===== src/rtl/ow_pkg.sv =====
// ----------------------------------------------------------------------------
// ow_pkg
// Shared types and codes of the one-wire bus master.
// ----------------------------------------------------------------------------
package ow_pkg;

  // Request codes carried on the action field
  localparam logic [2:0] ACT_NONE  = 3'd0;
  localparam logic [2:0] ACT_RESET = 3'd1;
  localparam logic [2:0] ACT_WRITE = 3'd2;
  localparam logic [2:0] ACT_READ  = 3'd3;
  localparam logic [2:0] ACT_TEMP  = 3'd4;

  // Configuration register indexes
  localparam logic [2:0] REG_RESET_LOW     = 3'd0;
  localparam logic [2:0] REG_RESET_RELEASE = 3'd1;
  localparam logic [2:0] REG_PRES_WAIT     = 3'd2;
  localparam logic [2:0] REG_PRES_LOW      = 3'd3;
  localparam logic [2:0] REG_WRITE_ONE     = 3'd4;
  localparam logic [2:0] REG_WRITE_ZERO    = 3'd5;
  localparam logic [2:0] REG_READ_LOW      = 3'd6;

  localparam int CFG_INDEX_W = 3;
  localparam int CFG_DATA_W  = 10;

  // Bus commands
  localparam logic [7:0] CMD_SKIP_ROM = 8'hCC;
  localparam logic [7:0] CMD_CONVERT  = 8'h44;
  localparam logic [7:0] CMD_READ_PAD = 8'hBE;

  // Fixed slot timings, already reduced by one tick
  localparam logic [9:0] WRITE_ONE_REC_SPAN  = 10'd57;
  localparam logic [9:0] WRITE_ZERO_REC_SPAN = 10'd1;
  localparam logic [9:0] READ_REC_SPAN       = 10'd43;

  // Sequence steps
  localparam logic [3:0] STEP_LSB_READ = 4'd6;
  localparam logic [3:0] STEP_LAST     = 4'd7;
  localparam logic [3:0] STEP_SINGLE   = 4'd8;

  // Bus phases
  localparam logic [3:0] PH_IDLE      = 4'd0;
  localparam logic [3:0] PH_RST_LOW   = 4'd1;
  localparam logic [3:0] PH_RST_REL   = 4'd2;
  localparam logic [3:0] PH_PRES_WAIT = 4'd3;
  localparam logic [3:0] PH_PRES_LOW  = 4'd4;
  localparam logic [3:0] PH_W_LOW     = 4'd5;
  localparam logic [3:0] PH_W_REC     = 4'd6;
  localparam logic [3:0] PH_R_LOW     = 4'd7;
  localparam logic [3:0] PH_R_SAMP    = 4'd8;
  localparam logic [3:0] PH_R_REC     = 4'd9;

  typedef struct packed {
    logic [9:0] reset_low_time;
    logic [5:0] reset_release_time;
    logic [7:0] presence_wait_limit;
    logic [8:0] presence_low_limit;
    logic [3:0] write_one_low_time;
    logic [6:0] write_zero_low_time;
    logic [3:0] read_low_time;
  } cfg_t;

  typedef struct packed {
    logic              drive_low;
    logic              busy_res;
    logic              done_res;
    logic              presence_failed;
    logic [7:0]        byte_in;
    logic signed [15:0] temperature;
  } result_t;

endpackage


===== src/rtl/ow_cfg.sv =====
// ----------------------------------------------------------------------------
// ow_cfg
// Configuration register file of the one-wire bus master.
// ----------------------------------------------------------------------------
module ow_cfg (
  input  logic                          clk,
  input  logic                          rst,
  input  logic                          cfg_valid,
  output logic                          cfg_ready,
  input  logic [ow_pkg::CFG_INDEX_W-1:0] cfg_index,
  input  logic [ow_pkg::CFG_DATA_W-1:0]  cfg_data,
  output ow_pkg::cfg_t                  cfg
);
  import ow_pkg::*;

  // Take every write at once
  assign cfg_ready = 1'b1;

  // Write the addressed register, drop writes beyond the list
  always_ff @(posedge clk) begin
    if (rst) begin
      cfg.reset_low_time      <= 10'd750;
      cfg.reset_release_time  <= 6'd15;
      cfg.presence_wait_limit <= 8'd100;
      cfg.presence_low_limit  <= 9'd240;
      cfg.write_one_low_time  <= 4'd8;
      cfg.write_zero_low_time <= 7'd70;
      cfg.read_low_time       <= 4'd10;
    end else if (cfg_valid) begin
      unique case (cfg_index)
        REG_RESET_LOW:     cfg.reset_low_time      <= cfg_data[9:0];
        REG_RESET_RELEASE: cfg.reset_release_time  <= cfg_data[5:0];
        REG_PRES_WAIT:     cfg.presence_wait_limit <= cfg_data[7:0];
        REG_PRES_LOW:      cfg.presence_low_limit  <= cfg_data[8:0];
        REG_WRITE_ONE:     cfg.write_one_low_time  <= cfg_data[3:0];
        REG_WRITE_ZERO:    cfg.write_zero_low_time <= cfg_data[6:0];
        REG_READ_LOW:      cfg.read_low_time       <= cfg_data[3:0];
        default: begin
        end
      endcase
    end
  end

endmodule


===== src/rtl/ow_engine.sv =====
// ----------------------------------------------------------------------------
// ow_engine
// Bus phase sequencer: advances one tick per accepted transaction and
// forms the result of that tick.
// ----------------------------------------------------------------------------
module ow_engine (
  input  logic            clk,
  input  logic            rst,
  input  logic            step,
  input  logic [2:0]      action,
  input  logic [7:0]      byte_out,
  input  logic            line_level,
  input  ow_pkg::cfg_t    cfg,
  output ow_pkg::result_t result
);
  import ow_pkg::*;

  // State registers
  logic [3:0]  phase, phase_next;
  logic [9:0]  slot_timer, slot_timer_next;
  logic [2:0]  bit_count, bit_count_next;
  logic [7:0]  shift_byte, shift_byte_next;
  logic [3:0]  sequence_step, sequence_step_next;
  logic [7:0]  low_byte_hold, low_byte_hold_next;
  logic [15:0] temperature_hold, temperature_hold_next;
  logic        presence_flag, presence_flag_next;
  logic [7:0]  read_hold, read_hold_next;

  logic        done_now;
  logic        finish;
  logic        active;
  logic [9:0]  timer_inc;
  logic [3:0]  step_inc;
  logic [7:0]  shifted;

  // One tick less than a duration, zero stays zero
  function automatic logic [9:0] span(input logic [9:0] v);
    return (v == 10'd0) ? 10'd0 : v - 10'd1;
  endfunction

  function automatic logic [9:0] write_span(input logic b, input cfg_t c);
    return b ? span({6'd0, c.write_one_low_time}) : span({3'd0, c.write_zero_low_time});
  endfunction

  assign timer_inc = slot_timer + 10'd1;
  assign step_inc  = sequence_step + 4'd1;
  assign shifted   = {1'b0, shift_byte[7:1]};
  assign active    = (slot_timer != 10'd0) && (phase != PH_PRES_WAIT) &&
                     (phase != PH_PRES_LOW) && (phase != PH_R_SAMP) && (phase != PH_IDLE);

  // Advance the bus phase by one tick
  always_comb begin
    phase_next            = phase;
    slot_timer_next       = slot_timer;
    bit_count_next        = bit_count;
    shift_byte_next       = shift_byte;
    sequence_step_next    = sequence_step;
    low_byte_hold_next    = low_byte_hold;
    temperature_hold_next = temperature_hold;
    presence_flag_next    = presence_flag;
    read_hold_next        = read_hold;
    done_now              = 1'b0;
    finish                = 1'b0;

    if (active) begin
      slot_timer_next = slot_timer - 10'd1;
    end else begin
      unique case (phase)
        PH_IDLE: begin
          priority if (action == ACT_RESET) begin
            sequence_step_next = STEP_SINGLE;
            phase_next         = PH_RST_LOW;
            slot_timer_next    = span(cfg.reset_low_time);
          end else if (action == ACT_WRITE) begin
            sequence_step_next = STEP_SINGLE;
            shift_byte_next    = byte_out;
            bit_count_next     = 3'd0;
            phase_next         = PH_W_LOW;
            slot_timer_next    = write_span(byte_out[0], cfg);
          end else if (action == ACT_READ) begin
            sequence_step_next = STEP_SINGLE;
            shift_byte_next    = 8'd0;
            bit_count_next     = 3'd0;
            phase_next         = PH_R_LOW;
            slot_timer_next    = span({6'd0, cfg.read_low_time});
          end else if (action == ACT_TEMP) begin
            sequence_step_next = 4'd0;
            phase_next         = PH_RST_LOW;
            slot_timer_next    = span(cfg.reset_low_time);
          end else begin
          end
        end
        PH_RST_LOW: begin
          phase_next      = PH_RST_REL;
          slot_timer_next = span({4'd0, cfg.reset_release_time});
        end
        PH_RST_REL: begin
          phase_next      = PH_PRES_WAIT;
          slot_timer_next = 10'd0;
        end
        PH_PRES_WAIT: begin
          if (line_level) begin
            slot_timer_next = timer_inc;
            if (timer_inc >= {2'd0, cfg.presence_wait_limit}) begin
              presence_flag_next = 1'b1;
              finish             = 1'b1;
            end
          end else begin
            slot_timer_next = 10'd1;
            phase_next      = PH_PRES_LOW;
            if (10'd1 >= {1'b0, cfg.presence_low_limit}) begin
              presence_flag_next = 1'b1;
              finish             = 1'b1;
            end
          end
        end
        PH_PRES_LOW: begin
          if (line_level) begin
            presence_flag_next = 1'b0;
            finish             = 1'b1;
          end else begin
            slot_timer_next = timer_inc;
            if (timer_inc >= {1'b0, cfg.presence_low_limit}) begin
              presence_flag_next = 1'b1;
              finish             = 1'b1;
            end
          end
        end
        PH_W_LOW: begin
          phase_next      = PH_W_REC;
          slot_timer_next = shift_byte[0] ? WRITE_ONE_REC_SPAN : WRITE_ZERO_REC_SPAN;
        end
        PH_W_REC: begin
          shift_byte_next = shifted;
          if (bit_count == 3'd7) begin
            finish = 1'b1;
          end else begin
            bit_count_next  = bit_count + 3'd1;
            phase_next      = PH_W_LOW;
            slot_timer_next = write_span(shifted[0], cfg);
          end
        end
        PH_R_LOW: begin
          phase_next      = PH_R_SAMP;
          slot_timer_next = 10'd0;
        end
        PH_R_SAMP: begin
          shift_byte_next = {line_level, shift_byte[7:1]};
          phase_next      = PH_R_REC;
          slot_timer_next = READ_REC_SPAN;
        end
        PH_R_REC: begin
          if (bit_count == 3'd7) begin
            read_hold_next = shift_byte;
            if (sequence_step == STEP_LSB_READ) begin
              low_byte_hold_next = shift_byte;
            end else if (sequence_step == STEP_LAST) begin
              temperature_hold_next = {shift_byte, low_byte_hold};
            end
            finish = 1'b1;
          end else begin
            bit_count_next  = bit_count + 3'd1;
            phase_next      = PH_R_LOW;
            slot_timer_next = span({6'd0, cfg.read_low_time});
          end
        end
        default: begin
          phase_next      = PH_IDLE;
          slot_timer_next = 10'd0;
        end
      endcase
    end

    // End of one bus operation: stop, or launch the next sequence step
    if (finish) begin
      if (sequence_step >= STEP_LAST) begin
        phase_next      = PH_IDLE;
        slot_timer_next = 10'd0;
        done_now        = 1'b1;
      end else begin
        sequence_step_next = step_inc;
        unique case (step_inc)
          4'd0, 4'd3: begin
            phase_next      = PH_RST_LOW;
            slot_timer_next = span(cfg.reset_low_time);
          end
          4'd1, 4'd4, 4'd2, 4'd5: begin
            priority if (step_inc == 4'd2) begin
              shift_byte_next = CMD_CONVERT;
            end else if (step_inc == 4'd5) begin
              shift_byte_next = CMD_READ_PAD;
            end else begin
              shift_byte_next = CMD_SKIP_ROM;
            end
            bit_count_next  = 3'd0;
            phase_next      = PH_W_LOW;
            slot_timer_next = write_span(shift_byte_next[0], cfg);
          end
          default: begin
            shift_byte_next = 8'd0;
            bit_count_next  = 3'd0;
            phase_next      = PH_R_LOW;
            slot_timer_next = span({6'd0, cfg.read_low_time});
          end
        endcase
      end
    end
  end

  // Form the result of this tick from the state it leaves behind
  always_comb begin
    result.drive_low       = (phase_next == PH_RST_LOW) || (phase_next == PH_W_LOW) ||
                             (phase_next == PH_R_LOW);
    result.busy_res        = (phase_next != PH_IDLE);
    result.done_res        = done_now;
    result.presence_failed = presence_flag_next;
    result.byte_in         = read_hold_next;
    result.temperature     = temperature_hold_next;
  end

  // Update state on each accepted transaction
  always_ff @(posedge clk) begin
    if (rst) begin
      phase            <= PH_IDLE;
      slot_timer       <= 10'd0;
      bit_count        <= 3'd0;
      shift_byte       <= 8'd0;
      sequence_step    <= 4'd0;
      low_byte_hold    <= 8'd0;
      temperature_hold <= 16'd0;
      presence_flag    <= 1'b0;
      read_hold        <= 8'd0;
    end else if (step) begin
      phase            <= phase_next;
      slot_timer       <= slot_timer_next;
      bit_count        <= bit_count_next;
      shift_byte       <= shift_byte_next;
      sequence_step    <= sequence_step_next;
      low_byte_hold    <= low_byte_hold_next;
      temperature_hold <= temperature_hold_next;
      presence_flag    <= presence_flag_next;
      read_hold        <= read_hold_next;
    end
  end

endmodule


===== src/rtl/ow_out_buf.sv =====
// ----------------------------------------------------------------------------
// ow_out_buf
// Output register with a skid stage: results wait here while the
// downstream side stalls, and input keeps flowing until both are full.
// ----------------------------------------------------------------------------
module ow_out_buf (
  input  logic            clk,
  input  logic            rst,
  input  logic            load,
  input  ow_pkg::result_t load_data,
  output logic            can_load,
  output logic            out_valid,
  input  logic            out_ready,
  output ow_pkg::result_t out_data
);
  import ow_pkg::*;

  logic    skid_valid;
  result_t skid_data;

  assign can_load = !skid_valid;

  // Hold results; refill the output register from the skid stage first
  always_ff @(posedge clk) begin
    if (rst) begin
      out_valid  <= 1'b0;
      skid_valid <= 1'b0;
    end else if (out_valid && out_ready) begin
      if (skid_valid) begin
        out_data   <= skid_data;
        skid_valid <= 1'b0;
      end else if (load) begin
        out_data <= load_data;
      end else begin
        out_valid <= 1'b0;
      end
    end else if (!out_valid) begin
      if (load) begin
        out_data  <= load_data;
        out_valid <= 1'b1;
      end
    end else if (load) begin
      skid_data  <= load_data;
      skid_valid <= 1'b1;
    end
  end

endmodule


===== src/rtl/one_wire_temp_sensor_master.sv =====
// A result is registered in the output buffer when its input transaction is accepted.
// Throughput: one input transaction per cycle while in_ready is high; one result per input.
// A two-entry output buffer lets input continue while one result waits.
// Reset (rst, synchronous): bus idle, all holds zero, configuration at defaults.
// ----------------------------------------------------------------------------
// one_wire_temp_sensor_master
// One-wire bus master stepped one microsecond tick per input transaction.
// ----------------------------------------------------------------------------
module one_wire_temp_sensor_master (
  input  logic                           clk,
  input  logic                           rst,
  input  logic                           in_valid,
  output logic                           in_ready,
  input  logic [2:0]                     action,
  input  logic [7:0]                     byte_out,
  input  logic                           line_level,
  output logic                           out_valid,
  input  logic                           out_ready,
  output logic                           drive_low,
  output logic                           busy_res,
  output logic                           done_res,
  output logic                           presence_failed,
  output logic [7:0]                     byte_in,
  output logic signed [15:0]             temperature,
  input  logic                           cfg_valid,
  output logic                           cfg_ready,
  input  logic [ow_pkg::CFG_INDEX_W-1:0] cfg_index,
  input  logic [ow_pkg::CFG_DATA_W-1:0]  cfg_data
);
  import ow_pkg::*;

  cfg_t    cfg;
  result_t step_result;
  result_t out_data;
  logic    step;

  assign step = in_valid && in_ready;

  ow_cfg u_cfg (
    .clk       (clk),
    .rst       (rst),
    .cfg_valid (cfg_valid),
    .cfg_ready (cfg_ready),
    .cfg_index (cfg_index),
    .cfg_data  (cfg_data),
    .cfg       (cfg)
  );

  ow_engine u_engine (
    .clk        (clk),
    .rst        (rst),
    .step       (step),
    .action     (action),
    .byte_out   (byte_out),
    .line_level (line_level),
    .cfg        (cfg),
    .result     (step_result)
  );

  ow_out_buf u_out_buf (
    .clk       (clk),
    .rst       (rst),
    .load      (step),
    .load_data (step_result),
    .can_load  (in_ready),
    .out_valid (out_valid),
    .out_ready (out_ready),
    .out_data  (out_data)
  );

  // Unpack the result onto the output ports
  assign drive_low       = out_data.drive_low;
  assign busy_res        = out_data.busy_res;
  assign done_res        = out_data.done_res;
  assign presence_failed = out_data.presence_failed;
  assign byte_in         = out_data.byte_in;
  assign temperature     = out_data.temperature;

endmodule


===== config.mk =====
export PLATFORM = sky130hd
export DESIGN_NAME = one_wire_temp_sensor_master
export DESIGN_NICKNAME = d
export VERILOG_FILES = /design/src/rtl/ow_pkg.sv /design/src/rtl/ow_cfg.sv /design/src/rtl/ow_engine.sv /design/src/rtl/ow_out_buf.sv /design/src/rtl/one_wire_temp_sensor_master.sv
export SDC_FILE = /design/constraint.sdc
export NUM_CORES = 1
export LEC_CHECK = 0
export BUFFER_PORTS_ARGS = -buffer_cell sky130_fd_sc_hd__buf_4
export CAP_MARGIN = 0
export CORE_MARGIN = 2
export CORE_UTILIZATION = 45
export DETAILED_ROUTE_END_ITERATION = 12
export PLACE_DENSITY = 0.62
export SLEW_MARGIN = 0
export SYNTH_ARGS = -nofsm -noshare
export SYNTH_HDL_FRONTEND = slang
export SYNTH_SLANG_ARGS = --single-unit

===== constraint.sdc =====
create_clock -name clk -period 14.88 [get_ports clk]
set_input_delay 2.976 -clock clk [delete_from_list [all_inputs] [get_ports clk]]
set_output_delay 2.976 -clock clk [all_outputs]
set_load 0.03 [all_outputs]

==> qor.txt, run 1 <==
Status - completed
Clock sinks - 168
Routed Antenna Nets - 0
First-pass GRT wire length - 42860 µm
Register Area - 3924 µm²
Kind of cell adding the most delay to the critical path - compound AO/OA/AOI/OAI gates
Critical path capture point type - flip-flop
Residual DRC - 0
Die area - 22680 µm²
Die height - 150.6 µm
Clock Tree Buf Depth - 2
Layout Utilization - 51.46%
Pwr Total - 1.325 mW
Final setup margin - 9.837 ns
Post-synth ARST share - 0%
HP Class - reg2reg
Largest net degree at the start of global routing - 85
Fillers - 2019
R2R Setup Slk - 10.25 ns
CTS hold repair buffers - 0
Final WL - 26880 µm
Critical Path AT - 5.22 ns
CP peak stage delay - 0.58 ns
Total GRT Usage - 24.10%
Post-CTS setup buffer count - 0
Starting DRT DRC Count - 717
Vias in the first global route - 7884
Std-Cell Rows - 53
Max Slew Vio Count - 0
Clk root buf - clkbuf_16
Buf/Inv on CP - 1
Setup Viol. Count Final - 0
Die X - 150.6 µm
R2R depth - 13
Max cap viols - 0
Crit path cell chain - buf_4 > nand2b_1 > a2111oi_2 > o211ai_1 > nand2_1 > mux2i_1 > nand3_1
Post-synthesis cell type count - 78
Cell count after synthesis - 1107
# IOs - 61
Crit. path cell count - 7
Multi-input gate area - 5228 µm²
Ant. Diodes - 0
Final cycle utilization of the critical path - 33.89%
DR pass1 iterations - 5
Register area share after synthesis - 40.56%
Critical Path RT - 15.05 ns
HPWL after DPL - 18820 µm
Layout area overhead - 12.19%
Max-slew headroom - 26.49%
Nets - 1182
Yosys warnings - 0
Worst r2r src - u_engine.slot_timer[0]$_SDFFE_PP0P_
Leakage power - 4.170 nW
Final Hold Fails - 0
Crit Path Category - in2reg
Worst reg2reg path endpoint - u_out_buf.skid_data[26]$_DFFE_PP_
Core area - 21090 µm²
Power per cell area - 122.1 nW/µm²
Pre-CTS WS - 9.452 ns
Routed len/inst - 19.05 µm
Worst hold stages - 2
Mapped Nets - 1166
Final Skew - 0.01697 ns
Maximum vdd drop - 0.00008396 V
Worst path slowest cell - a2111oi_2
Post-cts resize count - 0
H-tree levels - 4
Fraction of layout cells with a size suffix above 1 - 11.88%
Synthesized area per cell - 8.738 µm²
Post-synth EDFFs - 56
Hold wc startpoint - u_cfg.cfg[25]$_SDFFE_PP0P_
Clk_lat worst skew - 0.45 ns
Total grt overflow - 0
Initial antenna violation count - 0
Clk slew on worst S/H paths - 0.08 ns
Synthesized area - 9673 µm²
Total number of vias - 8443
I/O Buffers - 59
Slew @ Worst Pin - 1.100 ns
Global placement routability congestion - 0.9395
Most common flop cell mapped by yosys - dfxtp_1
Final setup TNS - 0 ns
Max FO, Critical Path - 12
Via density - 5.984
Setup crit start kind - input port
Initial Util - 45.87%
Yosys reg bits - 168
Fmax - 0.1983 GHz
Minimum clock period - 5.043 ns
Total CTS buffers - 17
CTS tree - done
WHS Endpoint - u_cfg.cfg[25]$_SDFFE_PP0P_
RSZ-0062 raised after global routing - no
==> cells by family after synthesis <==
logic type                 after synthesis  synth area share (%)
DFF                                    168                 40.56
muxes                                   60                 6.261
and+or+nand+nor                        385                 19.36
buffers and inverters                  131                 5.678
other                                    1               0.03877
AOI/OAI and AO/OA                      305                 21.81
adders and majority gates               29                 3.751
xor gates and xnor gates                28                 2.535
==> power by group <==
part	internal (mW)	leakage, nW	switching [mW]
Sequential	0.506	1.44	0.0384
Clock	0.231	0.297	0.230
Combinational	0.121	2.43	0.200
Total	0.857	4.17	0.468
==> cells in the final DEF (no fill, tap or decap), drive strengths merged, types with 29 or more instances in the layout <==
cell type	synthesis	layout
nor2	135	135
dfxtp	112	112
nand2	86	86
a21oi	84	84
buf	17	68
inv	60	67
mux2i	56	56
edfxtp	56	56
a211oi	40	40
o21ai	39	39
o22ai	37	37
nor3	34	34
ha	29	29
==> area by class of cell <==
type	instances	share of cell area, %
Multi-Input combinational cell	808	48.17
Tap cell	275	3.171
Inverter	60	2.075
Clock inverter	15	1.799
Timing Repair Buffer	68	4.704
Sequential cell	168	36.16
Clock buffer	17	3.920
==> worst reg2reg max path: stages, from the launching register on <==
cell       delay (ns)
dfxtp_1          0.63
ha_1             0.29
and3_1           0.21
nand3_1          0.10
xnor2_1          0.40
ha_1             0.20
nand2_1          0.06
or3_1            0.37
nor3_1           0.29
a2111oi_2        0.12
o211ai_1         0.78
nand2_1          0.43
mux2i_1          0.39
nand3_1          0.11
==> routing by layer <==
metal / track usage (%) / up-vias / part of all wire [%] / wire (µm)
met5: 0 / - / 0 / 0
met4: 9.533 / 0 / 3.4 / 910
met3: 3.727 / 82 / 5.4 / 1462
met2: 38.84 / 326 / 46 / 12330
met1: 32.46 / 3954 / 45 / 12180
li1: - / 4081 / - / -
==> through the flow <==
stage	hold slack (ns)	cell area, µm²	cells
3_5_place_dp	0.4475	10230	1379
3_3_place_gp	0.4445	10230	1379
4_1_cts	0.4583	10850	1411
5_1_grt	0.4713	10850	1411
2_1_floorplan	0.4363	9673	1107
6_report	0.4600	10850	1411
==> worst max path at each step <==
stage,from,to,slack (ns)
final,line_level,u_out_buf.skid_data[26]$_DFFE_PP_,9.84
after global routing,line_level,u_out_buf.out_data[26]$_DFFE_PP_,9.69
after CTS,line_level,u_out_buf.skid_data[26]$_DFFE_PP_,9.92
after detailed placement,line_level,u_out_buf.skid_data[26]$_DFFE_PP_,9.45
after global placement,in_valid,u_engine.low_byte_hold[5]$_SDFFE_PP0P_,9.53
after floorplan,rst,u_out_buf.skid_data[0]$_DFFE_PP_,8.06
==> flip-flops by register name, indices dropped and copies added, names as in the netlist <==
register / cells
u_engine.shift_byte: 8
u_engine.presence_flag: 1
u_engine.slot_timer: 10
u_out_buf.out_data: 28
u_out_buf.skid_data: 28
u_out_buf.out_valid: 1
u_engine.phase: 4
u_cfg.cfg: 48
u_engine.read_hold: 8
u_engine.temperature_hold: 16
u_engine.bit_count: 3
u_out_buf.skid_valid: 1
u_engine.low_byte_hold: 8
u_engine.sequence_step: 4
==> Yosys cell counts (5+ instances only) <==
master | number | area [µm²]
edfxtp_1 | 56 | 1682
nand3_1 | 25 | 125.1
and2_1 | 8 | 50.05
nor3_1 | 32 | 160.2
o22ai_1 | 37 | 231.5
a21oi_1 | 84 | 420.4
a221oi_1 | 7 | 61.31
clkbuf_1 | 54 | 202.7
a211o_1 | 19 | 166.4
nand2b_1 | 18 | 112.6
nor3b_1 | 7 | 52.55
a211oi_1 | 30 | 225.2
a31oi_1 | 5 | 31.28
a21o_1 | 7 | 52.55
nor2_1 | 135 | 506.7
o21ai_0 | 36 | 180.2
buf_2 | 6 | 30.03
and3_1 | 6 | 37.54
nor4_1 | 9 | 56.30
or4_1 | 5 | 37.54
a222oi_1 | 6 | 60.06
inv_1 | 60 | 225.2
mux2i_1 | 56 | 560.5
xnor2_1 | 18 | 157.7
buf_1 | 5 | 18.77
nor2b_1 | 20 | 125.1
a22oi_1 | 8 | 60.06
a311oi_1 | 6 | 52.55
o21a_1 | 5 | 37.54
dfxtp_1 | 112 | 2242
nand2_1 | 86 | 322.8
ha_1 | 29 | 362.9
nand3b_1 | 9 | 67.56
a211oi_2 | 10 | 125.1
xor2_1 | 10 | 87.58
No activity file was read; power rests on OpenSTA's default activity.
==> run 2, diff against run 1 <==
--- a/config.mk
+++ b/config.mk
@@ -5,6 +5,7 @@
 export SDC_FILE = /design/constraint.sdc
 export NUM_CORES = 1
 export LEC_CHECK = 0
+export ABC_AREA = 1
 export BUFFER_PORTS_ARGS = -buffer_cell sky130_fd_sc_hd__buf_4
 export CAP_MARGIN = 0
 export CORE_MARGIN = 2
==> constraint.sdc (replaced) <==
create_clock -name clk -period 5.2 [get_ports clk]
set_input_delay 1.04 -clock clk [delete_from_list [all_inputs] [get_ports clk]]
set_output_delay 1.04 -clock clk [all_outputs]
set_load 0.03 [all_outputs]
==> run 2 against run 1 <==
Compared with the run above: core utilization is 0.11 points higher; hold slack better by 0.0083 ns; synthesized cell count up 21%; sequential power increased to 2.7 times the previous value; highest routed layer unchanged.
==> qor.txt, run 2 <==
Total GRT Usage - 25.04% (+0.94 points)
CTS tree - done
Pwr Total - 3.582 mW (+170%)
Worst Hold Slack - 0.4683 ns (+0.008281 ns)
Critical Path RT - 5.37 ns (-9.68 ns)
H-tree levels - 4 (unchanged)
Yosys reg bits - 168 (unchanged)
Pre-CTS WS - 1.622 ns (-7.830 ns)
Clock Tree Buf Depth - 2 (unchanged)
Worst r2r src - u_engine.slot_timer[0]$_SDFFE_PP0P_
Yosys top cell area share - 23.14% (-0.039 points)
Status - completed
Std-Cell Rows - 53 (unchanged)
GR Layer Usage met3 - 3.818% (+0.091 points)
Critical path capture point type - flip-flop
RSZ-0062 raised after global routing - no
Maximum vdd drop - 0.0002204 V (+160%)
Final cycle utilization of the critical path - 62.46%
Minimum clock period - 3.248 ns
I/O Buffers - 59 (unchanged)
Fmax - 0.3079 GHz
First-pass GRT wire length - 44150 µm (+3.0%)
Cell count after synthesis - 1337 (+21%)
Most common flop cell mapped by yosys - dfxtp_1
Vias in the first global route - 8311 (+5.4%)
Max reg flops - 48 (unchanged)
Crit Path Category - reg2reg
Worst reg2reg path endpoint - u_out_buf.out_data[27]$_DFFE_PP_
Synth area leader - dfxtp_1
HP Class - reg2reg
Post-CTS setup buffer count - 0 (unchanged)
Final WL - 27620 µm (+2.8%)
Crit-path most repeated cell - nand2_1
Mapped Nets - 1396 (+20%)
Critical Path Source - u_engine.slot_timer[0]$_SDFFE_PP0P_
Crit path cell chain - ha_1 > nand3_1 > nor2_1 > nand2_1 > xor2_1 > ha_1 > nand2_1 > inv_1 > nand2_1 > nand2_1 > nand2_1 > nand2_1 > nand2_1 > nand3_4 > nand2_4 > inv_2 > nor2_2 > nor2_1 > nand2_1 > a21oi_1
Synth top cells by count - nand2_1, inv_1, nor2_1
Clk_lat worst skew - 0.44 ns (about the same)
Total number of vias - 8944 (+5.9%)
Post-synth ARST share - 0% (unchanged)
Core area - 21090 µm² (unchanged)
Max-slew headroom - 37.00% (+11 points)
Commonest cells after routing, fill and taps aside - nand2_1, inv_1, nor2_1, o21ai_0, a21oi_1
Die X - 150.7 µm (about the same)
Leakage power - 4.736 nW (+14%)
Post-synth EDFFs - 56 (unchanged)
# IOs - 61 (unchanged)
Synthesized area - 9689 µm² (+0.17%)
Nets - 1434 (+21%)
Post-synthesis cell type count - 53 (-32%)
Total grt overflow - 0 (unchanged)
Commonest non-fill, non-tap cell in the layout - nand2_1
Setup crit start kind - flip-flop
Routed Antenna Nets - 0 (unchanged)
Yosys warnings - 0 (unchanged)
WHS Endpoint - u_engine.temperature_hold[6]$_SDFFE_PP0P_
HPWL after DPL - 20170 µm (+7.2%)
Register bank with the most flops - u_cfg.cfg
Final Hold Fails - 0 (unchanged)
Post-cts resize count - 0 (unchanged)
Via density - 5.378 (-10%)
DR pass1 iterations - 5 (unchanged)
Register area share after synthesis - 40.50% (-0.068 points)
Worst path slowest cell - dfxtp_1
Critical Path AT - 3.41 ns (-1.81 ns)
Die height - 150.7 µm (about the same)
R2R Setup Slk - 1.95 ns (-8.30 ns)
Final Skew - 0.01561 ns (-0.001360 ns)
Max Slew Vio Count - 0 (unchanged)
Final setup margin - 1.952 ns (-7.884 ns)
Power per cell area - 329.4 nW/µm² (+170%)
Die area - 22720 µm² (+0.16%)
Synthesized area per cell - 7.247 µm² (-17%)
Most frequent cell after synthesis - nand2_1
Initial antenna violation count - 0 (unchanged)
Setup Viol. Count Final - 0 (unchanged)
R2R depth - 20 (+7)
Fraction of layout cells with a size suffix above 1 - 10.66% (-1.2 points)
Ant. Diodes - 0 (unchanged)
Largest net degree at the start of global routing - 72 (-15%)
Max FO, Critical Path - 10 (-2)
Clock sinks - 168 (unchanged)
Buf/Inv on CP - 2 (+1)
Gr busiest metal - met2
Total CTS buffers - 17 (unchanged)
Slew @ Worst Pin - 0.9439 ns (-0.1558 ns)
Layout area overhead - 12.23% (about the same)
CP peak stage delay - 0.55 ns (-0.03 ns)
Clk root buf - clkbuf_16
Largest regs - u_cfg.cfg (48), u_out_buf.out_data (28), u_out_buf.skid_data (28)
Starting DRT DRC Count - 654 (-8.8%)
Hold wc startpoint - u_engine.temperature_hold[6]$_SDFFE_PP0P_
Clk slew on worst S/H paths - 0.07 ns (about the same)
Routed len/inst - 16.61 µm (-13%)
Residual DRC - 0 (unchanged)
Initial Util - 45.95% (+0.077 points)
CTS hold repair buffers - 0 (unchanged)
Worst hold stages - 2 (unchanged)
Synth top area cells - dfxtp_1, edfxtp_1, nand2_1
Met1 usage - 32.47% (about the same)
Max cap viols - 0 (unchanged)
Kind of cell adding the most delay to the critical path - simple AND/OR/NAND/NOR gates
Final setup TNS - 0 ns (unchanged)
M2 GR Usage - 40.77% (+1.9 points)
Global placement routability congestion - 0.9620 (+2.4%)
-- run 2: cell types whose count changed in the layout (fill, tap and decap cells not counted), moves of 31 or more --
cell      before  now
mux2i_1       56    0
inv_1         60  169
o22ai_1       37    2
o211ai_1       4   35
o21ai_0       36  128
a21oi_1       83  125
nand2_1       86  299
nand3_1       25   69
-- run 2: area by class of cell --
class	count	area, µm²
Tap cell	275	344.1
Multi-Input combinational cell	940	4848
Inverter	181	686.9
Sequential cell	168	3924
Timing Repair Buffer	67	503.0
Fill cell	2099	10210
Clock inverter	10	81.33
Clock buffer	22	486.7
-- run 2: report_power, final --
| group | switching [mW] | internal, mW | leakage, nW |
|---|---|---|---|
| clock network | 0.573 | 0.678 | 0.268 |
| logic | 0.580 | 0.265 | 3.00 |
| registers | 0.0608 | 1.43 | 1.47 |
| total | 1.21 | 2.37 | 4.74 |
-- run 2: worst max-delay path by stage --
| stage | end | depth (start not counted) | slack [ns] |
|---|---|---|---|
| 2_1_floorplan | u_out_buf.skid_data[0]$_DFFE_PP_ | 6 | 1.68 |
| 4_1_cts | u_out_buf.out_data[27]$_DFFE_PP_ | 20 | 1.94 |
| 6_report | u_out_buf.out_data[27]$_DFFE_PP_ | 20 | 1.95 |
| 3_3_place_gp | u_out_buf.out_data[26]$_DFFE_PP_ | 16 | 1.71 |
| 3_5_place_dp | u_out_buf.out_data[26]$_DFFE_PP_ | 16 | 1.62 |
| 5_1_grt | u_out_buf.out_data[27]$_DFFE_PP_ | 21 | 1.55 |
-- run 2: through the flow --
stage / cell area, µm² / util [%] / cells
final: 10870 / 51.57 / 1663
after global placement: 10310 / 48.87 / 1631
after detailed placement: 10310 / 48.87 / 1631
after floorplan: 9689 / - / 1337
after global routing: 10870 / 51.57 / 1663
after CTS: 10870 / 51.57 / 1663
-- run 2: logic make-up after synthesis --
logic type	Yosys count	share of synthesized area, %
and+or+nand+nor	554	24.61
AOI/OAI and AO/OA	337	19.85
buffers and inverters	229	9.543
DFF	168	40.50
adders and majority gates	29	3.745
xor gates and xnor gates	19	1.717
other	1	0.03870
-- run 2: layer usage --
metal | up-vias | share of wire [%]
met5 | - | 0
met4 | 0 | 4.4
met3 | 66 | 4.8
met2 | 269 | 46
met1 | 4088 | 45
li1 | 4521 | -
-- run 2: worst reg2reg max path: cells and delay by family (launching register included) --
family,cells,cell delay [ns]
AND/OR/NAND/NOR,14,1.44
adder cells (fa/ha/maj),2,0.54
buffers and inverters,2,0.12
XOR/XNOR,1,0.27
AO/OA/AOI/OAI,1,0.07
flip-flops,1,0.55
